$ cat config.mk
export PLATFORM = sky130hd
export DESIGN_NAME = rss_ram
export DESIGN_NICKNAME = d
export VERILOG_FILES = /design/src/rtl/core/rss_ram.sv
export SDC_FILE = /design/constraint.sdc
export NUM_CORES = 1
export LEC_CHECK = 0
export BUFFER_PORTS_ARGS = -buffer_cell sky130_fd_sc_hd__buf_4
export CAP_MARGIN = 20
export CORE_UTILIZATION = 62
export CTS_CLUSTER_SIZE = 20
export DETAILED_ROUTE_END_ITERATION = 8
export GPL_ROUTABILITY_DRIVEN = 1
export PLACE_DENSITY = 0.78
export SLEW_MARGIN = 20
export SYNTH_ARGS = -nofsm -noshare
export SYNTH_HDL_FRONTEND = slang
export SYNTH_SLANG_ARGS = --single-unit
export TNS_END_PERCENT = 50
$ cat constraint.sdc
create_clock -name clk_i -period 2.21 [get_ports clk_i]
set_input_delay 0.1105 -clock clk_i [delete_from_list [all_inputs] [get_ports clk_i]]
set_output_delay 0.1105 -clock clk_i [all_outputs]
set_load 0.02 [all_outputs]
$ cat src/rtl/core/rss_ram.sv
// generic single-port-write, single-port-read ram with registered read data
module rss_ram #(
  parameter int WIDTH = 8,
  parameter int DEPTH = 64
) (
  input  logic                     clk_i,
  input  logic                     we_i,
  input  logic [$clog2(DEPTH)-1:0] waddr_i,
  input  logic [WIDTH-1:0]         wdata_i,
  input  logic                     re_i,
  input  logic [$clog2(DEPTH)-1:0] raddr_i,
  output logic [WIDTH-1:0]         rdata_o
);

  logic [WIDTH-1:0] mem_q [DEPTH];
  logic [WIDTH-1:0] rdata_q;

  always_ff @(posedge clk_i) begin
    if (we_i) begin
      mem_q[waddr_i] <= wdata_i;
    end
    if (re_i) begin
      rdata_q <= mem_q[raddr_i];
    end
  end

  assign rdata_o = rdata_q;

endmodule

Word-level counts from Yosys, hierarchy flattened
Memory sizes are Yosys's and may differ from the RTL's. A register that Yosys moved wholly into a read port is not among the register bits.
Index checks and enable logic that the tools add are counted.

cells by class
  add/sub/neg operators = 0
  multipliers = 0
  divide/modulo/power cells = 0
  $lt $le $gt $ge = 0
  equal/unequal tests = 0
  shift-type cells = 0
  mux-type cells = 2
  bitwise logic cells = 0
  reductions and logical operators = 0

operators by type and width
  operator           number
  two-way mux 1 bit  2

word-level totals
  flip-flop bits (word level) = 0
  latch bits = 0
  bits in writable memories = 512
  memory bits (read-only) = 0
  input bits = 23
  output and inout port bits = 8
  word-level logic and storage cells = 3
  memories kept = 1

memory list
  name   words  bits a word  rd ports  clocked after Yosys merged registers in  wr ports  RTL line  source
  mem_q  64     8            1         1                                        1         15        logic [WIDTH-1:0] mem_q [DEPTH];

Longest topological paths before layout
Gate-level depths: netlist of run 1.

  word-level depth = 2
  depth in mapped cells = 9
  gate-level depth less buffers = 5

Worst setup path after synthesis of run 1
OpenSTA, ideal clock, no wires.

  kind = input -> register
  start point = in raddr_i[1]
  end point = reg rdata_q[3] (netlist: rdata_o[3]) (read register of mem_q) (data pin)
  setup time = 0.266 ns
  data arrival time = 1.650 ns
  data required time = 1.944 ns
  setup slack = 0.293 ns
  cell stages on the path = 7
  path buffers = 3
  cells stage by stage = buf_4 -> buf_2 -> buf_2 -> mux4_2 -> mux4_2 -> o21ai_1 -> o41ai_1

RTL lines
  what                RTL line  source
  start: declaration  11        input logic [$clog2(DEPTH)-1:0] raddr_i,
  end: declaration    16        logic [WIDTH-1:0] rdata_q;

==> flow_metrics.env, run 1 <==
export IMPL_tritoncts="built"
export IMPL_final_common_cell="edfxtp_1"
export IMPL_cts_setup_buffers=0
export IMPL_wire_per_inst_um=29.2
export IMPL_cts_sinks=520
export IMPL_num_rows=65
export IMPL_relSlewSlack_pct=51.1
export IMPL_synth_ff_type="edfxtp_1"
export IMPL_synth_seq_cells=520
export IMPL_arrival_ns=2.40
export IMPL_synth_area_um2=20200
export IMPL_min_to="rdata_o[0]$_DFFE_PP_"
export IMPL_grt_pass1_vias=10300
export IMPL_io_pins=31
export IMPL_layout_drive_gt1_share_pct=30.9
export IMPL_htreeDepth=2
export IMPL_worst_pin_slew_ns=0.734
export IMPL_min_path_type="input port to register"
export IMPL_hpwlAfterDp_um=26800
export IMPL_synth_seq_area_share_pct=77.1
export IMPL_finalHoldViolations=0
export IMPL_synthArstFlopShare_pct=0
export IMPL_switching_share_pct=20.1
export IMPL_vias_per_cell=6.58
export IMPL_clock_fmax_mhz=473
export IMPL_p_leak_uw=0.00750
export IMPL_rsz0062_at_grt="no"
export IMPL_rr_endpoint="rdata_o[4]$_DFFE_PP_"
export IMPL_ir_drop_mv=0.677
export IMPL_path_clk_slew_ns=0.06
export IMPL_seq_power_share_pct=53.3
export IMPL_die_area_um2=33400
export IMPL_setup_violations_final=0
export IMPL_synth_edff_count=520
export IMPL_intPower_uw=16400
export IMPL_hold_ws_ns=0.0626
export IMPL_r2r_cells=5
export IMPL_port_buffers=30
export IMPL_status="completed"
export IMPL_crit_fanout=1
export IMPL_grt_pass1_wl_um=66900
export IMPL_synth_cell_types=39
export IMPL_fp_dieH_um=183
export IMPL_cts_path_max_buffers=3
export IMPL_synth_nets=963
export IMPL_firstDrtPassIters=6
export IMPL_fp_coreArea_um2=31900
export IMPL_hold_start="raddr_i[5]"
export IMPL_finalMaxSlewViolations=0
export IMPL_p_comb_share_pct=5.3
export IMPL_rr_startpoint="mem_q[21][4]$_DFFE_PP_"
export IMPL_grt_overflow=0
export IMPL_path_class="register to register"
export IMPL_antenna_cells=0
export IMPL_drv_cap=0
export IMPL_clkPwrFrac_pct=41.4
export IMPL_drc=0
export IMPL_p_per_area_nw_per_um2=885
export IMPL_ant_nets=0
export IMPL_finalPower_uw=20600
export IMPL_syn_inst=940
export IMPL_grt_max_degree=65
export IMPL_end_kind="register"
export IMPL_post_route_period_util_pct=95.7
export IMPL_cp_start_kind="register"
export IMPL_cp_required_ns=2.49
export IMPL_nets=1099
export IMPL_vias=10200
export IMPL_yosysWarnings=0
export IMPL_syn2layout_area_growth_pct=14.9
export IMPL_cts_root_buf="clkbuf_16"
export IMPL_fin_setup_tns_ns=0
export IMPL_grt_util_all_layers_pct=28.3
export IMPL_syn_area_per_cell_um2=21.5
export IMPL_drtIter0Drc=1369
export IMPL_rrSetupSlack_ns=0.1
export IMPL_switching_power_uw=4150
export IMPL_start_util_pct=63.5
export IMPL_routed_wirelength_um=45200
export IMPL_antenna_found_initial=0
export IMPL_final_cell_mix="edfxtp_1 (520), mux4_2 (126), buf_4 (124)"
export IMPL_cts_made_buffers=50
export IMPL_clkLatencyLatePin_ns=0.56
export IMPL_hold_depth=3
export IMPL_dieWidth_um=183
export IMPL_place_congestion=0.809
export IMPL_period_needed_ns=2.11
export IMPL_fin_skew_ns=0.0217
-- cell usage after synthesis, types with 4 or more instances --
| cell type | n | share of area, % |
|---|---|---|
| a211oi_1 | 4 | 0.15 |
| a221oi_1 | 6 | 0.26 |
| buf_1 | 4 | 0.074 |
| buf_2 | 11 | 0.27 |
| buf_4 | 13 | 0.48 |
| buf_6 | 4 | 0.22 |
| clkbuf_1 | 17 | 0.32 |
| edfxtp_1 | 520 | 77 |
| mux2_2 | 13 | 0.72 |
| mux2i_1 | 23 | 1.1 |
| mux4_2 | 126 | 14 |
| nand2_1 | 19 | 0.35 |
| nand2b_1 | 7 | 0.22 |
| nand3_1 | 13 | 0.32 |
| nor2_1 | 83 | 1.5 |
| nor2b_1 | 14 | 0.43 |
| nor3_1 | 7 | 0.17 |
| o221ai_1 | 8 | 0.35 |
| o22ai_1 | 8 | 0.25 |
-- layout make-up --
class                   instances  area (um2)
repair buffers                135        1130
multi-input cells             369        4330
clock buffers                  68        1380
flip-flops and latches        520       15600
fillers                      1813        8620
well taps                     435         544
clock inverters                23         262
-- state kept, by name, summed over array words and instances (netlist names) --
signal,cells
rdata_o,8
mem_q,512
-- how the worst max path moves through the flow --
stage | start | to | slack (ns) | cells after the start
detailed placement | raddr_i[0] | rdata_o[2]$_DFFE_PP_ | -0.14 | 8
CTS | mem_q[24][6]$_DFFE_PP_ | rdata_o[6]$_DFFE_PP_ | 0.10 | 5
global placement | raddr_i[0] | rdata_o[6]$_DFFE_PP_ | -0.13 | 7
finish | mem_q[21][4]$_DFFE_PP_ | rdata_o[4]$_DFFE_PP_ | 0.1 | 5
global route | mem_q[16][4]$_DFFE_PP_ | rdata_o[4]$_DFFE_PP_ | 0.08 | 5
floorplan | raddr_i[1] | rdata_o[3]$_DFFE_PP_ | 0.29 | 7
-- critical path, stage by stage (launching register included) --
cell and delay, ns:
edfxtp_1 0.37, mux4_2 0.48, mux2_2 0.27, o221a_2 0.30
nor3_2 0.30, o32ai_1 0.13
-- power by group through the flow --
stage	Clock [uW]	Sequential, uW	Combinational (uW)
global placement	0	11200	1040
detailed placement	0	11200	1070
global route	8990	11000	1140
CTS	8590	11000	1090
floorplan	0	11200	582
finish	8530	11000	1090
-- through the flow --
step / setup WS (ns) / instances / instance area [um2] / util [%]
after floorplan: 0.293 / 940 / 20200 / -
after global placement: -0.125 / 1458 / 21600 / 67.8
after detailed placement: -0.141 / 1458 / 21600 / 67.8
after CTS: 0.104 / 1550 / 23300 / 73.0
after global routing: 0.0822 / 1550 / 23300 / 73.0
final: 0.0958 / 1550 / 23300 / 73.0
-- layer usage --
layer | vias to the layer above | global-route usage [%] | share of wire [%]
met5 | - | 0 | 0
met4 | 0 | 8.97 | 3.3
met3 | 102 | 4.93 | 9.8
met2 | 606 | 44.7 | 49
met1 | 5297 | 41.1 | 38
li1 | 4201 | - | -
-- kinds of logic after synthesis --
| family | count (synthesis) | share of synthesized area, % |
|---|---|---|
| AOI/OAI and AO/OA | 54 | 2.06 |
| and+or+nand+nor | 153 | 3.37 |
| buffers and inverters | 51 | 1.56 |
| muxes | 162 | 15.9 |
| DFF | 520 | 77.1 |
-- what timing repair did --
action | in CTS | in global routing
resized for setup | 2 | 0
endpoints found under the hold margin | 8 | 0
hold buffers | 1 | 0
endpoints found under the setup margin | 2 | 0
Power figures use the tool's default switching activity.
==> run 2: changes to the inputs <==
BUFFER_PORTS_ARGS = -buffer_cell sky130_fd_sc_hd__buf_2   (was -buffer_cell sky130_fd_sc_hd__buf_4)
==> run 2 against run 1 <==
Compared with the run above:
- clock power decreased by 8.7%
- non-clock buffer count increased by 31
- sequential share of layout area barely moved
- setup slack got worse by 0.061 ns
- clock skew fell by 0.011 ns
- critical path depth stayed put
- highest routed layer unchanged
==> flow_metrics.env, run 2 (same netlist as run 1, synthesis figures left out) <==
export IMPL_cts_root_buf="clkbuf_16"
export IMPL_setup_violations_final=0
export IMPL_p_per_area_nw_per_um2=854
export IMPL_finalPower_uw=19900
export IMPL_finalMaxSlewViolations=0
export IMPL_arrival_ns=2.45
export IMPL_end_kind="register"
export IMPL_regArea_um2=15600
export IMPL_p_leak_uw=0.00755
export IMPL_met1_usage_pct=41.5
export IMPL_start_util_pct=63.5
export IMPL_vias_per_cell=6.61
export IMPL_antenna_found_initial=1
export IMPL_grt_overflow=0
export IMPL_cts_setup_buffers=0
export IMPL_finalHoldViolations=0
export IMPL_status="completed"
export IMPL_clock_fmax_mhz=460
export IMPL_crit_family="multiplexers"
export IMPL_grt_pass1_wl_um=67700
export IMPL_fp_dieH_um=183
export IMPL_relSlewSlack_pct=37.8
export IMPL_syn2layout_area_growth_pct=14.9
export IMPL_vias=10400
export IMPL_fin_skew_ns=0.0111
export IMPL_firstDrtPassIters=5
export IMPL_crit_fanout=1
export IMPL_top_register="mem_q"
export IMPL_cp_num_buf_inv=0
export IMPL_cts_path_max_buffers=3
export IMPL_path_cells="mux4_2 > mux2_2 > o221a_2 > nor3_1 > o32ai_1"
export IMPL_hpwlAfterDp_um=28600
export IMPL_cts_sinks=520
export IMPL_grt_pass1_vias=10300
export IMPL_period_needed_ns=2.18
export IMPL_clkLatencyLatePin_ns=0.54
export IMPL_cp_required_ns=2.49
export IMPL_num_rows=65
export IMPL_die_area_um2=33400
export IMPL_dieWidth_um=183
export IMPL_drc=0
export IMPL_rsz0062_at_grt="no"
export IMPL_layout_drive_gt1_share_pct=32.6
export IMPL_hold_ws_ns=0.0542
export IMPL_ir_drop_mv=0.668
export IMPL_grt_max_degree=65
export IMPL_port_buffers=30
export IMPL_fillers=1802
export IMPL_drv_cap=0
export IMPL_final_cell_mix="edfxtp_1 (520), buf_4 (129), mux4_2 (126)"
export IMPL_htreeDepth=2
export IMPL_wire_per_inst_um=29.0
export IMPL_grt_use_met3_pct=5.97
export IMPL_post_route_period_util_pct=98.4
export IMPL_io_pins=31
export IMPL_min_path_type="input port to register"
export IMPL_place_congestion=0.836
export IMPL_largest_reg_flops=512
export IMPL_drtIter0Drc=1408
export IMPL_worst_pin_slew_ns=0.933
export IMPL_path_class="register to register"
export IMPL_nets=1129
export IMPL_grt_util_all_layers_pct=28.7
export IMPL_routed_wirelength_um=45600
export IMPL_cts_made_buffers=49
export IMPL_ant_nets=0
export IMPL_tritoncts="built"
export IMPL_cp_start_kind="register"
export IMPL_path_clk_slew_ns=0.06
export IMPL_fp_coreArea_um2=31900
export IMPL_crit_path_top_delay_cell="mux4_2"
export IMPL_top_usage_layer="met2"
export IMPL_final_common_cell="edfxtp_1"
export IMPL_critPathMaxStageDelay_ns=0.46
export IMPL_use_met2_pct=44.8
export IMPL_multi_input_area_um2=4320
==> run 2: cell count changes in the layout (fill, tap and decap cells not counted), sizes merged <==
cell    previous run  this run
buf              133       164
clkbuf            69        61
clkinv            16        21
bufinv             6         3
diode              0         1
==> run 2: timing repair <==
action,in CTS,in global routing
hold buffers,1,0
hold endpoints to repair,8,0
gates resized for setup,1,0
endpoints found under the setup margin,1,0
==> run 2: final cells by class <==
type                            count  share of cell area, %
Tap cell                          435                   2.34
Timing Repair Buffer              166                   5.66
Clock buffer                       60                   5.45
Sequential cell                   520                   67.1
Antenna cell                        1                 0.0108
Multi-Input combinational cell    369                   18.6
Clock inverter                     25                  0.839
==> run 2: worst paths after layout <==
kind / from / end / slack (ns) / cells after the start
min reg2reg: mem_q[30][6]$_DFFE_PP_ / rdata_o[6]$_DFFE_PP_ / 0.96 / 3
max reg2reg: mem_q[28][6]$_DFFE_PP_ / rdata_o[6]$_DFFE_PP_ / 0.03 / 5
min: waddr_i[2] / mem_q[54][7]$_DFFE_PP_ / 0.05 / 3
max: mem_q[28][6]$_DFFE_PP_ / rdata_o[6]$_DFFE_PP_ / 0.03 / 5
==> run 2: per-layer routing <==
metal	up-vias	routed length (um)	part of all wire (%)
met5	-	0	0
met4	0	1260	2.8
met3	97	4850	11
met2	704	22000	48
met1	5367	17500	38
li1	4254	-	-
==> run 2: report_power, final <==
group	switching [uW]	total, uW	internal (uW)	leakage, uW
clock network	3380	7790	4400	0.000721
registers	31.3	11000	10900	0.00469
logic	656	1110	457	0.00215
==> run 2: stage by stage <==
| step | worst slack, ns | utilization, % | instances | cell area (um2) | setup TNS, ns |
|---|---|---|---|---|---|
| finish | 0.0346 | 73.0 | 1576 | 23300 | 0 |
| global route | 0.0112 | 73.0 | 1576 | 23300 | 0 |
| CTS | 0.0302 | 72.9 | 1575 | 23300 | 0 |
| detailed placement | -0.201 | 68.3 | 1489 | 21800 | -1.03 |
| global placement | -0.185 | 68.3 | 1489 | 21800 | -0.736 |
| floorplan | 0.293 | - | 940 | 20200 | 0 |
==> run 2: worst register-to-register path: stages, from the launching register on <==
cell      delay (ns)
edfxtp_1        0.38
mux4_2          0.46
mux2_2          0.29
o221a_2         0.28
nor3_1          0.37
o32ai_1         0.15
==> run 3: changes to the inputs <==
CORE_MARGIN = 8   (was default)
RECOVER_POWER = 50   (was default)
==> run 3 against run 2 <==
Compared with the run above:
- the flow now finishes with violations (capacitance limit, slew limit)
- global-route usage is 5.2 points lower
- sequential cell count stayed put
- critical path type unchanged
- routed wire length shrank 1.5%
- clock-buffer cell count up 3
- final cell count is 0.82% higher
- utilization shrank 0.82 points
==> flow_metrics.env, run 3 (same netlist as run 1, synthesis figures left out) <==
export IMPL_status="finished with violations"
export IMPL_violations="capacitance limit, slew limit"
export IMPL_grt_pass1_wl_um=67100
export IMPL_ant_nets=0
export IMPL_crit_cells=4
export IMPL_multi_input_area_um2=4320
export IMPL_dieWidth_um=197
export IMPL_path_cells="mux4_2 > mux4_2 > o21ai_0 > nand2_1"
export IMPL_finalHoldViolations=0
export IMPL_grt_util_all_layers_pct=23.5
export IMPL_finalMaxSlewViolations=252
export IMPL_num_rows=66
export IMPL_nets=1130
export IMPL_largest_reg_flops=512
export IMPL_cts_made_buffers=50
export IMPL_p_per_area_nw_per_um2=866
export IMPL_dpl_instance_area_um2=21800
export IMPL_fillers=1894
export IMPL_crit_path_frequent_cell="mux4_2"
export IMPL_final_cells=1589
export IMPL_final_cell_mix="edfxtp_1 (520), mux4_2 (126), buf_4 (112)"
export IMPL_path_clk_slew_ns=0.06
export IMPL_layout_drive_gt1_share_pct=31.1
export IMPL_r2r_cells=4
export IMPL_clkLatencyLatePin_ns=0.56
export IMPL_cts_root_buf="clkbuf_16"
export IMPL_syn2layout_area_growth_pct=15.4
export IMPL_grt_overflow=0
export IMPL_drtIter0Drc=1208
export IMPL_rsz0062_at_grt="no"
export IMPL_drc=0
export IMPL_start_util_pct=62.5
export IMPL_fp_dieH_um=197
export IMPL_fp_coreArea_um2=32400
export IMPL_place_congestion=0.868
export IMPL_io_pins=31
export IMPL_grt_max_degree=65
export IMPL_hold_ws_ns=0.0909
export IMPL_clock_fmax_mhz=471
export IMPL_regArea_um2=15600
export IMPL_cts_sinks=520
export IMPL_min_path_type="input port to register"
export IMPL_end_kind="register"
export IMPL_vias=10300
export IMPL_cp_start_kind="register"
export IMPL_ir_drop_mv=0.818
export IMPL_drv_cap=6
export IMPL_period_needed_ns=2.12
export IMPL_crit_path_top_delay_cell="mux4_2"
export IMPL_cp_num_buf_inv=0
export IMPL_post_route_period_util_pct=96.2
export IMPL_grt_pass1_vias=10600
export IMPL_firstDrtPassIters=5
export IMPL_fin_skew_ns=0.0255
export IMPL_setup_violations_final=0
export IMPL_routed_wirelength_um=44900
export IMPL_worst_pin_slew_ns=2.21
export IMPL_crit_family="multiplexers"
export IMPL_p_leak_uw=0.00755
export IMPL_hpwlAfterDp_um=28300
export IMPL_final_common_cell="edfxtp_1"
export IMPL_place_inst=1496
export IMPL_crit_fanout=1
export IMPL_fin_setup_tns_ns=0
export IMPL_vias_per_cell=6.48
export IMPL_relSlewSlack_pct=-47.1
export IMPL_hold_depth=3
export IMPL_path_class="register to register"
export IMPL_cp_required_ns=2.50
export IMPL_top_register="mem_q"
export IMPL_port_buffers=30
export IMPL_htreeDepth=2
export IMPL_cts_path_max_buffers=3
export IMPL_die_area_um2=38700
export IMPL_stdcell_area_um2=23400
export IMPL_wire_per_inst_um=28.3
export IMPL_tritoncts="built"
export IMPL_arrival_ns=2.41
export IMPL_antenna_found_initial=4
export IMPL_critPathMaxStageDelay_ns=0.51
==> run 3: final cells by class <==
cell class	count	share of cell area (%)
multi-input cells	369	18.5
flip-flops and latches	520	66.9
clock buffers	63	5.66
clock inverters	27	1.08
diodes	2	0.0214
well taps	442	2.37
repair buffers	166	5.51
==> run 3: tightest hold or removal path, stage by stage <==
cell,delay [ns]
buf_2,0.22
nand2_1,0.10
o2bb2ai_1,0.05
==> run 3: routing by layer <==
layer / part of all wire (%) / track usage, % / vias to the layer above
met5: 0.089 / 0 / -
met4: 3.5 / 8.25 / 6
met3: 10 / 5.19 / 111
met2: 49 / 38.2 / 616
met1: 38 / 31.5 / 5296
li1: - / - / 4274
==> run 3: final timing paths <==
check        slack, ns              endpoint                   start
min               0.09  rdata_o[0]$_DFFE_PP_              raddr_i[5]
max               0.09  rdata_o[7]$_DFFE_PP_  mem_q[51][7]$_DFFE_PP_
min reg2reg       0.94  rdata_o[6]$_DFFE_PP_  mem_q[30][6]$_DFFE_PP_
max reg2reg       0.09  rdata_o[7]$_DFFE_PP_  mem_q[51][7]$_DFFE_PP_
==> run 3: where the power goes <==
group | switching (uW) | internal, uW
registers | 27.1 | 10900
clock network | 3450 | 4710
logic | 653 | 446
==> run 3: timing repair <==
action / CTS / global route
endpoints found under the setup margin: 1 / 0
gates resized for setup: 2 / 0
hold buffers: 1 / 0
hold endpoints to repair: 8 / 0
setup buffers: 0 / 0
==> run 3: per-stage QoR <==
| stage | worst slack [ns] | total power (uW) | utilization (%) |
|---|---|---|---|
| 6_report | 0.0850 | 20200 | 72.1 |
| 2_1_floorplan | 0.293 | 11800 | - |
| 3_3_place_gp | -0.396 | 12200 | 67.4 |
| 4_1_cts | 0.0928 | 20300 | 72.3 |
| 3_5_place_dp | -0.358 | 12300 | 67.4 |
| 5_1_grt | 0.0417 | 20700 | 72.1 |
