**config.mk**
```make
export PLATFORM = sky130hd
export DESIGN_NAME = rss_scan
export DESIGN_NICKNAME = d
export VERILOG_FILES = /design/src/rtl/core/rss_pkg.sv /design/src/rtl/core/rss_scan.sv
export SDC_FILE = /design/constraint.sdc
export NUM_CORES = 1
export LEC_CHECK = 0
export BUFFER_PORTS_ARGS = -buffer_cell sky130_fd_sc_hd__buf_2
export CELL_PAD_IN_SITES_DETAIL_PLACEMENT = 2
export CELL_PAD_IN_SITES_GLOBAL_PLACEMENT = 2
export CORE_MARGIN = 5
export CORE_UTILIZATION = 34
export DETAILED_ROUTE_END_ITERATION = 12
export GPL_TIMING_DRIVEN = 0
export PLACE_DENSITY = 0.79
export REMOVE_ABC_BUFFERS = 1
export SETUP_SLACK_MARGIN = 0.5
export SYNTH_ARGS = -nofsm -noshare
export SYNTH_HDL_FRONTEND = slang
export SYNTH_SLANG_ARGS = --single-unit
export TNS_END_PERCENT = 20
```
**constraint.sdc**
```tcl
create_clock -name clk_i -period 6.7 [get_ports clk_i]
set_input_delay 1.34 -clock clk_i [delete_from_list [all_inputs] [get_ports clk_i]]
set_output_delay 1.34 -clock clk_i [all_outputs]
set_load 0.01 [all_outputs]
```
**src/rtl/core/rss_pkg.sv**
```systemverilog
// shared types, constants and helpers for the range segment splitter
package rss_pkg;

  localparam int unsigned SIZE_W    = 63;
  localparam int unsigned DELTA_W   = 24;
  localparam int unsigned SEG_IN_W  = 6;
  localparam int unsigned ACT_W     = 2;
  localparam int unsigned KIND_W    = 3;
  localparam int unsigned REG_IDX_W = 4;

  typedef logic [SIZE_W-1:0] bytes_t;

  // size thresholds for the initial chunking
  localparam bytes_t ONE_MIB       = 63'd1048576;
  localparam bytes_t TEN_MIB       = 63'd10485760;
  localparam bytes_t HUNDRED_MIB   = 63'd104857600;
  localparam bytes_t MIN_SPLIT_RST = 63'd4194304;
  // end of the single segment when the size is unknown
  localparam bytes_t UNKNOWN_END   = 63'h4000_0000_0000_0000;

  localparam int unsigned CHUNKS_LOW  = 8;
  localparam int unsigned CHUNKS_MID  = 16;
  localparam int unsigned CHUNKS_HIGH = 32;
  localparam int unsigned SHIFT_LOW   = $clog2(CHUNKS_LOW);
  localparam int unsigned SHIFT_MID   = $clog2(CHUNKS_MID);
  localparam int unsigned SHIFT_HIGH  = $clog2(CHUNKS_HIGH);

  typedef enum logic [ACT_W-1:0] {
    ACT_BUILD    = 2'd0,
    ACT_PROGRESS = 2'd1,
    ACT_COMPLETE = 2'd2
  } action_e;

  typedef enum logic [KIND_W-1:0] {
    KIND_BUILT    = 3'd0,
    KIND_PROGRESS = 3'd1,
    KIND_SPLIT    = 3'd2,
    KIND_NO_SPLIT = 3'd3,
    KIND_FULL     = 3'd4
  } kind_e;

  typedef enum logic [REG_IDX_W-1:0] {
    REG_FILE_SIZE   = 4'd0,
    REG_RANGES      = 4'd1,
    REG_SPLIT_EN    = 4'd2,
    REG_MIN_SPLIT   = 4'd3
  } reg_e;

  typedef struct packed {
    logic [ACT_W-1:0]    action;
    logic [SEG_IN_W-1:0] seg_index;
    logic [DELTA_W-1:0]  byte_delta;
  } item_t;

  typedef struct packed {
    logic [KIND_W-1:0]   kind;
    logic [SEG_IN_W-1:0] seg_id;
    bytes_t              range_start;
    bytes_t              range_end;
    logic [SEG_IN_W-1:0] donor_id;
    bytes_t              total_done;
    logic                all_complete;
    logic                last;
  } result_t;

  // one table entry of the bounds memory
  typedef struct packed {
    bytes_t first;
    bytes_t last;
  } bounds_t;

  typedef struct packed {
    logic clear;
    logic push;
  } scan_ctl_t;

  typedef struct packed {
    logic   found;
    logic   busy;
    bytes_t best;
    bytes_t pos;
    bytes_t first;
    bytes_t last;
  } scan_res_t;

  function automatic bytes_t rss_sat_add(bytes_t a, bytes_t b);
    logic [SIZE_W:0] sum;
    sum = {1'b0, a} + {1'b0, b};
    return sum[SIZE_W] ? '1 : sum[SIZE_W-1:0];
  endfunction

endpackage

```
**src/rtl/core/rss_scan.sv**
```systemverilog
// pipelined search for the incomplete segment with the largest remainder
module rss_scan #(
  parameter int IDX_W = 6
) (
  input  logic                clk_i,
  input  logic                rst_ni,
  input  rss_pkg::scan_ctl_t  ctl_i,
  input  logic [IDX_W-1:0]    idx_i,
  input  rss_pkg::bytes_t     first_i,
  input  rss_pkg::bytes_t     last_i,
  input  rss_pkg::bytes_t     recv_i,
  output rss_pkg::scan_res_t  res_o,
  output logic [IDX_W-1:0]    donor_o
);
  import rss_pkg::*;

  // stage 1: segment length
  logic             s1_vld_q;
  logic [IDX_W-1:0] s1_idx_q;
  bytes_t           s1_first_q, s1_last_q, s1_recv_q, s1_len_q;
  // stage 2: remainder and resume point
  logic             s2_vld_q;
  logic [IDX_W-1:0] s2_idx_q;
  bytes_t           s2_rem_q, s2_pos_q, s2_first_q, s2_last_q;
  // running best
  logic             found_q;
  bytes_t           best_q;
  bytes_t           pos_q, dfirst_q, dlast_q;
  logic [IDX_W-1:0] donor_q;

  logic take;
  assign take = s2_vld_q && (s2_rem_q > best_q);

  always_ff @(posedge clk_i or negedge rst_ni) begin
    if (!rst_ni) begin
      s1_vld_q <= 1'b0;
      s2_vld_q <= 1'b0;
      found_q  <= 1'b0;
      best_q   <= '0;
    end else begin
      s1_vld_q <= ctl_i.push;
      s2_vld_q <= s1_vld_q && (s1_recv_q < s1_len_q);
      if (ctl_i.clear) begin
        found_q <= 1'b0;
        best_q  <= '0;
      end else if (take) begin
        found_q <= 1'b1;
        best_q  <= s2_rem_q;
      end
    end
  end

  always_ff @(posedge clk_i) begin
    s1_idx_q   <= idx_i;
    s1_first_q <= first_i;
    s1_last_q  <= last_i;
    s1_recv_q  <= recv_i;
    s1_len_q   <= last_i - first_i + bytes_t'(1);
    s2_idx_q   <= s1_idx_q;
    s2_rem_q   <= s1_len_q - s1_recv_q;
    s2_pos_q   <= s1_first_q + s1_recv_q;
    s2_first_q <= s1_first_q;
    s2_last_q  <= s1_last_q;
    if (take) begin
      pos_q    <= s2_pos_q;
      dfirst_q <= s2_first_q;
      dlast_q  <= s2_last_q;
      donor_q  <= s2_idx_q;
    end
  end

  always_comb begin
    res_o.found = found_q;
    res_o.busy  = s1_vld_q || s2_vld_q;
    res_o.best  = best_q;
    res_o.pos   = pos_q;
    res_o.first = dfirst_q;
    res_o.last  = dlast_q;
  end

  assign donor_o = donor_q;

endmodule

```
## Word level (Yosys, flattened, before mapping)

Cells that the tools add are included.

- Register bits: 777
- Input port bits: 199
- Logic and storage cells: 32

- $add $sub $neg: 4
- $lt $le $gt $ge: 2
- Muxes and demuxes: 4
- Reduce and logical (&&, ||, !) cells: 4

Operator list:

| operator | number |
|---|---|
| 63-bit two-way mux | 2 |
| 63-bit subtractor | 2 |
| 63-bit by 1-bit adder with 63-bit output (second input constant) | 1 |
| 63-bit adder | 1 |
| 63-bit > comparator | 1 |
| 63-bit less-than comparator | 1 |
| 1-bit logical AND | 2 |
| 1-bit two-way mux | 2 |
| 2-bit nonzero test | 1 |
| 1-bit logical OR | 1 |

## Logic depth before layout (Yosys ltp)

Gate-level depths: netlist of the first run.

- Depth after elaboration: 4
- Depth in mapped cells: 16

## Least setup slack after synthesis of the first run

OpenSTA, ideal clock, no wires.

- Kind: register to register
- Start point: reg best_q[46]
- End point: reg dfirst_q[0] (enable)
- Data arrival time: 6.110 ns
- Required time: 6.153 ns
- Slack: 0.043 ns
- Stages on the path, launching flop included: 11
- Period minus slack after synthesis: 6.657 ns
- Path through: dfrtp_1 -> inv_1 -> ha_1 -> nand4_1 -> or4_1 -> or3_1 -> a21oi_1 -> o21bai_1 -> buf_2 -> buf_4 -> inv_1

- Longest elaborated chain between the ends: 2

RTL lines:

| element | line | RTL |
|---|---|---|
| start, declared | rss_scan.sv:27 | `bytes_t best_q;` |
| start signal, assigned | rss_scan.sv:48 | `best_q <= s2_rem_q;` |
| 63-bit > comparator | rss_scan.sv:32 | `assign take = s2_vld_q && (s2_rem_q > best_q);` |
| 1-bit logical AND | rss_scan.sv:32 |  |
| named net take | rss_scan.sv:31 | `logic take;` |
| end signal, assigned | rss_scan.sv:66 | `dfirst_q <= s2_first_q;` |
| end, declared | rss_scan.sv:28 | `bytes_t pos_q, dfirst_q, dlast_q;` |

The timed path passes the listed nets, and every way through them passes these cells.
A chain may end at the register's enable or synchronous reset.

## Final worst setup path of the first run

- Start point: in last_i[1]
- End point: reg s1_len_q[35]

- Longest elaborated chain between the ends: 2

RTL lines:

| element | line | RTL |
|---|---|---|
| start, declared | rss_scan.sv:10 | `input rss_pkg::bytes_t last_i,` |
| 63-bit subtractor | rss_scan.sv:58 | `s1_len_q <= last_i - first_i + bytes_t'(1);` |
| 63-bit by 1-bit adder with 63-bit output | rss_scan.sv:58 |  |
| end signal, assigned | rss_scan.sv:58 |  |
| end, declared | rss_scan.sv:20 | `bytes_t s1_first_q, s1_last_q, s1_recv_q, s1_len_q;` |

No other way between the ends.

==> results of run 1 <==
## sequential cells by signal (all words and copies together) (netlist names)
name        count
dlast_q        63
donor_o         6
s2_last_q      63
best_q         63
s1_idx_q        6
s1_len_q       63
s1_first_q     63
s1_vld_q        1
s2_pos_q       63
s1_recv_q      63
pos_q          63
s2_vld_q        1
s1_last_q      63
dfirst_q       63
s2_first_q     63
found_q         1
s2_idx_q        6
s2_rem_q       63
## routing by layer
layer,track usage,wire (um),share of wire
met3,0.0540,6370,0.057
met2,0.362,54500,0.49
met4,0.0889,4820,0.043
met1,0.252,46600,0.41
met5,0,0,0
## area by class of cell
cell class	instances	area (sq um)
fill	9927	56100
sequential	777	17800
multi-input combinational	1840	13600
timing repair buffer	463	2420
clock buffer	111	2400
tap	1265	1580
inverter	239	905
clock inverter	49	480
antenna	11	27.5
## report_power, final
group	internal, mW	total [mW]	switching (mW)
clock network	2.85	4.85	2.01
registers	5.67	6.07	0.400
logic	1.56	4.04	2.48
## cell families (layout without fill, tap and decap cells)
group | count (synthesis) | after routing
AO/OA/AOI/OAI | 702 | 702
flip-flops | 777 | 777
other | 0 | 11
AND/OR/NAND/NOR | 582 | 582
multiplexers | 64 | 64
adder cells (fa/ha/maj) | 314 | 314
XOR/XNOR | 178 | 178
buffers and inverters | 335 | 862
## worst max-delay path, cell delays in order
cell and delay, ps:
buf_2 90, inv_1 40, ha_1 270, inv_1 70
ha_1 180, inv_1 70, fa_1 460, nor2b_1 260
o2111ai_1 270, a31oi_1 610, nor4b_1 150, a21o_1 230
o21ai_0 440, a41oi_1 380, o21bai_1 340, a21oi_1 120
xnor2_1 150
## layout by cell type (no fill, tap or decap), types with 9 or more instances in the layout
cell type / count
o21ai_0: 109
clkbuf_1: 15
edfxtp_1: 195
nand4_1: 68
nand2b_1: 21
nor2b_1: 26
nand3_1: 44
mux2i_1: 64
clkbuf_16: 91
and3_1: 17
o21bai_1: 33
a21o_1: 152
clkinv_2: 19
diode_2: 11
nor3_1: 23
xor2_1: 79
dfxtp_1: 516
o31ai_1: 10
inv_1: 238
nor4_1: 9
nand2_1: 158
o211ai_1: 15
a211oi_1: 15
o21ai_1: 10
a31oi_1: 17
a21oi_1: 239
clkinv_1: 10
ha_1: 311
buf_2: 456
o21a_1: 22
xnor2_1: 99
dfrtp_1: 66
nor2_1: 174
## worst min-delay path by stage
| stage | start | to | slack (ps) | cells after the start |
|---|---|---|---|---|
| after floorplan | s1_idx_q[0]$_DFF_P_ | s2_idx_q[0]$_DFF_P_ | 310 | 0 |
| after global placement | s1_last_q[53]$_DFF_P_ | s2_last_q[53]$_DFF_P_ | 310 | 0 |
| after detailed placement | s1_last_q[40]$_DFF_P_ | s2_last_q[40]$_DFF_P_ | 310 | 0 |
| after CTS | s1_last_q[5]$_DFF_P_ | s2_last_q[5]$_DFF_P_ | 330 | 0 |
| after global routing | s1_last_q[29]$_DFF_P_ | s2_last_q[29]$_DFF_P_ | 330 | 0 |
| final | s1_last_q[17]$_DFF_P_ | s2_last_q[17]$_DFF_P_ | 320 | 0 |
## through the flow
stage | cells | worst slack [ps] | setup TNS (ps) | hold WS [ps]
6_report | 4755 | 1730 | 0 | 325
5_1_grt | 4752 | 1560 | 0 | 333
4_1_cts | 4744 | 1810 | 0 | 326
3_5_place_dp | 4584 | 1230 | 0 | 313
3_3_place_gp | 4579 | -16500 | -3368100 | 310
2_1_floorplan | 2856 | -6620 | -1290620 | 310
==> results_dict.tcl, run 1 <==
set metrics [dict create \
    die-area_sq_um 103000 \
    fp.dieW_um 320 \
    slew_headroom 0.0931 \
    clk_pin_slew_worst_paths_ps 60 \
    cts_made_buffers 86 \
    muxShareOfSynthArea 0.0196 \
    core_area_sq_um 95300 \
    ant_nets 0 \
    setup_viol 0 \
    pin_count 459 \
    regToRegSetupSlack_ps 2170 \
    cp.arrival_ps 5500 \
    crit_end "s1_len_q[35]$_DFF_P_" \
    grt_pass1_wl_mm 166 \
    outcome "finished clean" \
    pwr_density_cell_nw_per_um2 382 \
    fin_nets 3920 \
    critPathMaxFanout 3 \
    dpl_cell_area_sq_um 36300 \
    yosysSeqAreaShare 0.545 \
    tightestPinTransition_ps 1330 \
    drv_slew 0 \
    antenna_found_initial 12 \
    synth_edf_count 195 \
    synth_area_leaders "dfxtp_1 32%, edfxtp_1 18%, ha_1 12%, dfrtp_1 5.0%, a21oi_1 3.7%" \
    grt_overflow 0 \
    yosysMostFrequentCell "dfxtp_1" \
    max_clock_freq_mhz 201 \
    drive_gt1_frac 0.185 \
    cts_tree "done" \
    routed-via-count 24000 \
    cts.sinks 777 \
    p_leak_nw 18.2 \
    ys_seq_elements 777 \
    period_needed_ps 4970 \
    grt_usage 0.211 \
    required_ps 7220 \
    crit_path_start_kind "input pin" \
    h-tree-depth 3 \
    drt_iter0_drc 1132 \
    die_y_um 320 \
    io_buffers 458 \
    reg2reg_to "s2_pos_q[59]$_DFF_P_" \
    yosys.area.top_type_share 0.316 \
    synth_fa_ha_area_frac 0.121 \
    finalInstanceArea_sq_um 39200 \
    holdCritPathClass "flip-flop to flip-flop" \
    hold_violations 0 \
    synth_cell_types 87 \
    post-route-util 0.412 \
    root_buffer "clkbuf_16" \
    routabilityCongestion 0.855 \
    initial_utilization 0.343 \
    wl_per_cell_um 23.6 \
    yosys.area.top_type "dfxtp_1" \
    reg2reg_from "s1_recv_q[6]$_DFF_P_" \
    rsz0062_at_grt "no" \
    hpwl_mm 86.6 \
    synthSimpleGateAreaFrac 0.0858 \
    drt-total-wl_mm 112 \
    maxCapViolCount 0 \
    power_mw 15.0 \
    avgSynthCellArea_sq_um 11.1 \
    endpoint_kind "flip-flop" \
    syn_to_final_growth_pct 19.8 \
    grt_max_degree 110 \
    fp-row-count 113 \
    crit_path_start "last_i[1]" \
    cts_buffer_depth 3 \
    synthXorXnorAreaFrac 0.0476 \
    drcViolationCount 0 \
    synth_flop_cell "dfxtp_1" \
    synth_top_family_by_area "compound AO/OA/AOI/OAI gates" \
    grt_pass1_vias 27000 \
    ctsResizeCount 0 \
    yosys_warnings 0 \
    clkLatencyLatePin_ps 660 \
    drtPass1Iterations 5 \
    synth_compound_area_frac 0.140 \
    crit_type "input pin to flip-flop" \
    reg2reg_depth 11 \
    finClkSkew_ps 28.9 \
    syn_area_sq_um 32700 \
    hold_buffers 0 \
    synthCells 2952 \
    synth_common_cells "516 x dfxtp_1, 311 x ha_1, 239 x a21oi_1, 239 x inv_1, 195 x edfxtp_1" \
    ys_async_sr_fraction 0.0849 \
    viasPerCell 5.05 \
    finalCritPeriodShare 0.742 \
    post_cts_buffers 0 \
    peakVddDrop_mv 0.236 \
]
Power figures use the tool's default switching activity.
==> inputs of run 2 (changes only) <==
- CORE_UTILIZATION: 34 -> 38
- PLACE_DENSITY: 0.79 -> 0.83
- clock period: 6.7 -> 4.6 ns (I/O delays scaled with it)
==> results_dict.tcl, run 2 (synthesis gave the netlist of run 1 again) <==
set metrics [dict create \
    outcome "finished clean" \
    die_y_um 303 \
    die-area_sq_um 92100 \
    finalCritPeriodShare 0.914 \
    pin_count 459 \
    fillers 8746 \
    grt_overflow 0 \
    wl_per_cell_um 25.9 \
    fp-row-count 107 \
    post-route-util 0.461 \
    hold_violations 0 \
    period_needed_ps 4200 \
    grt_pass1_wl_mm 177 \
    finalInstanceArea_sq_um 39300 \
    ant_nets 0 \
    syn_to_final_growth_pct 20.2 \
    routabilityCongestion 0.858 \
    crit_path_start_kind "input pin" \
    routed-via-count 24800 \
    reg2reg_to "s2_pos_q[59]$_DFF_P_" \
    grt_usage 0.253 \
    cts.sinks 777 \
    cts_buffer_depth 3 \
    layout_commonest_cell "dfxtp_1" \
    peakVddDrop_mv 0.349 \
    hpwl_mm 89.5 \
    drive_gt1_frac 0.193 \
    root_buffer "clkbuf_16" \
    cp.arrival_ps 4720 \
    critPathMaxFanout 4 \
    rsz0062_at_grt "yes" \
    final_cell_mix "516 x dfxtp_1, 456 x buf_2, 311 x ha_1" \
    setup_viol 0 \
    fp.dieW_um 303 \
    drt_iter0_drc 1286 \
    core_area_sq_um 85300 \
    reg2reg_from "s1_first_q[2]$_DFF_P_" \
    tightestPinTransition_ps 998 \
    max_clock_freq_mhz 238 \
    maxCapViolCount 0 \
    grt_pass1_vias 28200 \
    drv_slew 0 \
    reg2reg_depth 11 \
    antenna_found_initial 13 \
    regToRegSetupSlack_ps 620 \
    fin_nets 3928 \
    h-tree-depth 3 \
    pwr_density_cell_nw_per_um2 563 \
    p_leak_nw 18.3 \
    drcViolationCount 0 \
    slew_headroom 0.328 \
    holdCritPathClass "input pin to async pin" \
    clkLatencyLatePin_ps 670 \
    drt-total-wl_mm 120 \
    dpl_cell_area_sq_um 36100 \
    drtPass1Iterations 5 \
    finClkSkew_ps 37.5 \
    initial_utilization 0.384 \
    cts_tree "done" \
    grt_max_degree 114 \
    io_buffers 458 \
    clk_pin_slew_worst_paths_ps 60 \
    crit_type "input pin to flip-flop" \
    required_ps 5120 \
    endpoint_kind "flip-flop" \
    cts_made_buffers 87 \
    viasPerCell 5.33 \
]
## run 2: critical path, cell delays in order
cell and delay [ps]:
buf_2 100, inv_1 40, ha_1 280, ha_1 370
a21oi_1 560, o221ai_1 210, o21ai_0 170, o31ai_2 200
a211o_1 390, o21ai_2 350, o21ai_1 370, a21oi_2 340
o221ai_1 220, xor2_1 190
## run 2: stage by stage
step / TNS, ps / hold slack [ps] / cells / setup slack, ps / total power [mW]
after global placement: -3932330 / 310 / 4458 / -18670 / 14.6
after global routing: 0 / 239 / 4641 / 379 / 23.2
after floorplan: -1822660 / 310 / 2856 / -8720 / 12.6
after CTS: 0 / 212 / 4630 / 283 / 22.2
after detailed placement: -3990 / 314 / 4463 / -697 / 14.9
final: 0 / 242 / 4641 / 397 / 22.1
## run 2: metal layers
metal | GRT usage | part of all wire | up-vias
met2 | 0.446 | 0.50 | 718
met3 | 0.0575 | 0.054 | 293
li1 | - | - | 11400
met1 | 0.294 | 0.40 | 12400
met5 | 0 | 0.00011 | -
met4 | 0.113 | 0.048 | 2
## run 2: what timing repair did
item | in CTS | in global routing
setup buffers | 4 | 3
hold endpoints to repair | 0 | 0
endpoints found under the setup margin | 134 | 95
gates resized for setup | 13 | 21
pin swaps | 5 | 4
cloned | 0 | 0
hold buffers | 0 | 0
## run 2: report_power, final
part	internal (mW)	leakage (nW)	total [mW]	switching, mW
Clock	4.22	1.43	7.17	2.95
Sequential	8.26	7.04	8.86	0.604
Combinational	2.31	9.83	6.10	3.79
Total	14.8	18.3	22.1	7.35
## run 2: worst max-delay path by stage
| stage | startpoint | to | slack [ps] |
|---|---|---|---|
| after floorplan | best_q[36]$_DFFE_PN0P_ | dfirst_q[0]$_DFFE_PP_ | -8720 |
| after global placement | best_q[20]$_DFFE_PN0P_ | dlast_q[22]$_DFFE_PP_ | -18670 |
| after detailed placement | last_i[1] | s1_len_q[35]$_DFF_P_ | -700 |
| after CTS | s1_recv_q[0]$_DFF_P_ | s2_pos_q[62]$_DFF_P_ | 280 |
| after global routing | first_i[10] | s1_len_q[58]$_DFF_P_ | 380 |
| final | first_i[9] | s1_len_q[58]$_DFF_P_ | 400 |
## run 2: final cells by class
type | count | area (sq um) | area share
Tap cell | 1144 | 1430 | 0.0364
Timing Repair Buffer | 470 | 2480 | 0.0632
Clock buffer | 115 | 2420 | 0.0615
Multi-Input combinational cell | 1840 | 13700 | 0.349
Antenna cell | 8 | 20.0 | 0.000509
Sequential cell | 777 | 17800 | 0.453
Clock inverter | 48 | 498 | 0.0127
Inverter | 239 | 910 | 0.0231
==> inputs of run 3 (changes only) <==
- BUFFER_PORTS_ARGS: -buffer_cell sky130_fd_sc_hd__buf_2 -> -buffer_cell sky130_fd_sc_hd__buf_4
==> results_dict.tcl, run 3 (synthesis gave the netlist of run 1 again) <==
set metrics [dict create \
    drt_iter0_drc 1214 \
    cp.arrival_ps 4590 \
    hold_buffers 0 \
    cts_made_buffers 86 \
    outcome "finished clean" \
    max_stage_delay_ps 460 \
    layout_setup_ws_ps 558 \
    routed-via-count 25000 \
    h-tree-depth 3 \
    fin_nets 3928 \
    antenna_found_initial 9 \
    min_path_cells 0 \
    ant_nets 0 \
    hpwl_mm 88.9 \
    period_needed_ps 4040 \
    instances_no_fill 4636 \
    max_clock_freq_mhz 247 \
    endpoint_kind "flip-flop" \
    drv_slew 0 \
    post-route-util 0.477 \
    die_y_um 303 \
    syn_to_final_growth_pct 24.2 \
    critPathMaxFanout 6 \
    reg2reg_from "s1_recv_q[6]$_DFF_P_" \
    pwr_density_cell_nw_per_um2 563 \
    tightestPinTransition_ps 994 \
    grt_overflow 0 \
    initial_utilization 0.384 \
    path_delay_family "compound AO/OA/AOI/OAI gates" \
    grt_pass1_vias 28100 \
    min_to "s2_last_q[55]$_DFF_P_" \
    path_cells "buf_4, inv_1, ha_1, ha_1, a21oi_1, o21ai_0, a211oi_1, o22ai_1, a211o_1, o21ai_4, o31ai_4, a21oi_2, nor4_1, a211oi_1" \
    reg2reg_to "s2_pos_q[59]$_DFF_P_" \
    clkLatencyLatePin_ps 690 \
    p_leak_nw 18.7 \
    regToRegSetupSlack_ps 580 \
    critical_path.slowest_cell "a211oi_1" \
    io_buffers 458 \
    routabilityCongestion 0.841 \
    crit_type "input pin to flip-flop" \
    root_buffer "clkbuf_16" \
    drcViolationCount 0 \
    rsz0062_at_grt "yes" \
    viasPerCell 5.39 \
    power_mw 22.9 \
    slew_headroom 0.338 \
    finalCritPeriodShare 0.879 \
    finClkSkew_ps 42.1 \
    pre_cts_ws_ps -423 \
    layout_commonest_cell "dfxtp_1" \
    crit_path_start_kind "input pin" \
    grt_usage 0.259 \
    wl_per_cell_um 26.8 \
    hold_violations 0 \
    required_ps 5150 \
    cts.sinks 777 \
    cp_num_buf_inv 2 \
    final_cell_mix "516 x dfxtp_1, 464 x buf_4, 311 x ha_1" \
    worstHoldStart "s1_last_q[55]$_DFF_P_" \
    die-area_sq_um 92100 \
    fp.dieW_um 303 \
    drt-total-wl_mm 124 \
    core_area_sq_um 85300 \
    setup_viol 0 \
    place_inst 4462 \
    clk_pin_slew_worst_paths_ps 60 \
    cts_tree "done" \
    cts_buffer_depth 3 \
    drive_gt1_frac 0.194 \
    peakVddDrop_mv 0.346 \
    holdCritPathClass "flip-flop to flip-flop" \
    grt_max_degree 85 \
    pin_count 459 \
    reg2reg_depth 11 \
    maxCapViolCount 0 \
    grt_pass1_wl_mm 180 \
    drtPass1Iterations 5 \
    fp-row-count 107 \
]
==> run 3: cell types whose count changed in the layout (fill, tap and decap cells not counted), sizes merged, moves of 2 or more <==
cell      change
bufinv        +3
clkbuf        +8
diode         -3
clkinvlp      -2
clkinv       -12
==> run 3: routing by layer <==
layer,global-route usage,part of all wire,up-vias,wire [um]
li1,-,-,11400,-
met1,0.302,0.39,12500,48800
met2,0.456,0.50,776,61900
met3,0.0610,0.059,312,7290
met4,0.112,0.051,0,6390
met5,0,0,-,0
==> run 3: cell type report <==
type	instances	area, sq um
diodes	5	12.5
clock buffers	123	2580
clock inverters	37	524
fillers	8537	44600
inverters	239	913
multi-input cells	1841	13700
flip-flops and latches	777	17800
well taps	1144	1430
repair buffers	470	3640
==> run 3: worst max-delay path by stage <==
stage / start / to / slack, ps / depth (start not counted)
after floorplan: best_q[36]$_DFFE_PN0P_ / dfirst_q[0]$_DFFE_PP_ / -8720 / 11
after global placement: best_q[20]$_DFFE_PN0P_ / dlast_q[22]$_DFFE_PP_ / -18820 / 11
after detailed placement: first_i[1] / s1_len_q[35]$_DFF_P_ / -420 / 16
after CTS: s1_first_q[12]$_DFF_P_ / s2_pos_q[57]$_DFF_P_ / 350 / 11
after global routing: first_i[5] / s1_len_q[40]$_DFF_P_ / 440 / 14
final: first_i[17] / s1_len_q[60]$_DFF_P_ / 560 / 14
==> run 3: stage by stage <==
stage                     instance area, sq um   TNS, ps  hold slack [ps]
after floorplan                          32300  -1822660              310
after global placement                   37200  -3957040              310
after detailed placement                 37300     -2450              314
after CTS                                40500         0              302
after global routing                     40600         0              309
final                                    40600         0              324
==> run 3: report_power, final <==
group,total (mW),internal [mW],switching [mW]
clock,7.58,4.59,3.00
combinational,6.44,2.56,3.88
sequential,8.87,8.26,0.616
==> run 3: what timing repair did <==
| item | in CTS | in global routing |
|---|---|---|
| setup buffers | 4 | 3 |
| gates cloned | 2 | 0 |
| pin swaps | 3 | 9 |
| endpoints found under the hold margin | 0 | 0 |
| resized for setup | 8 | 25 |
| setup endpoints to repair | 158 | 128 |
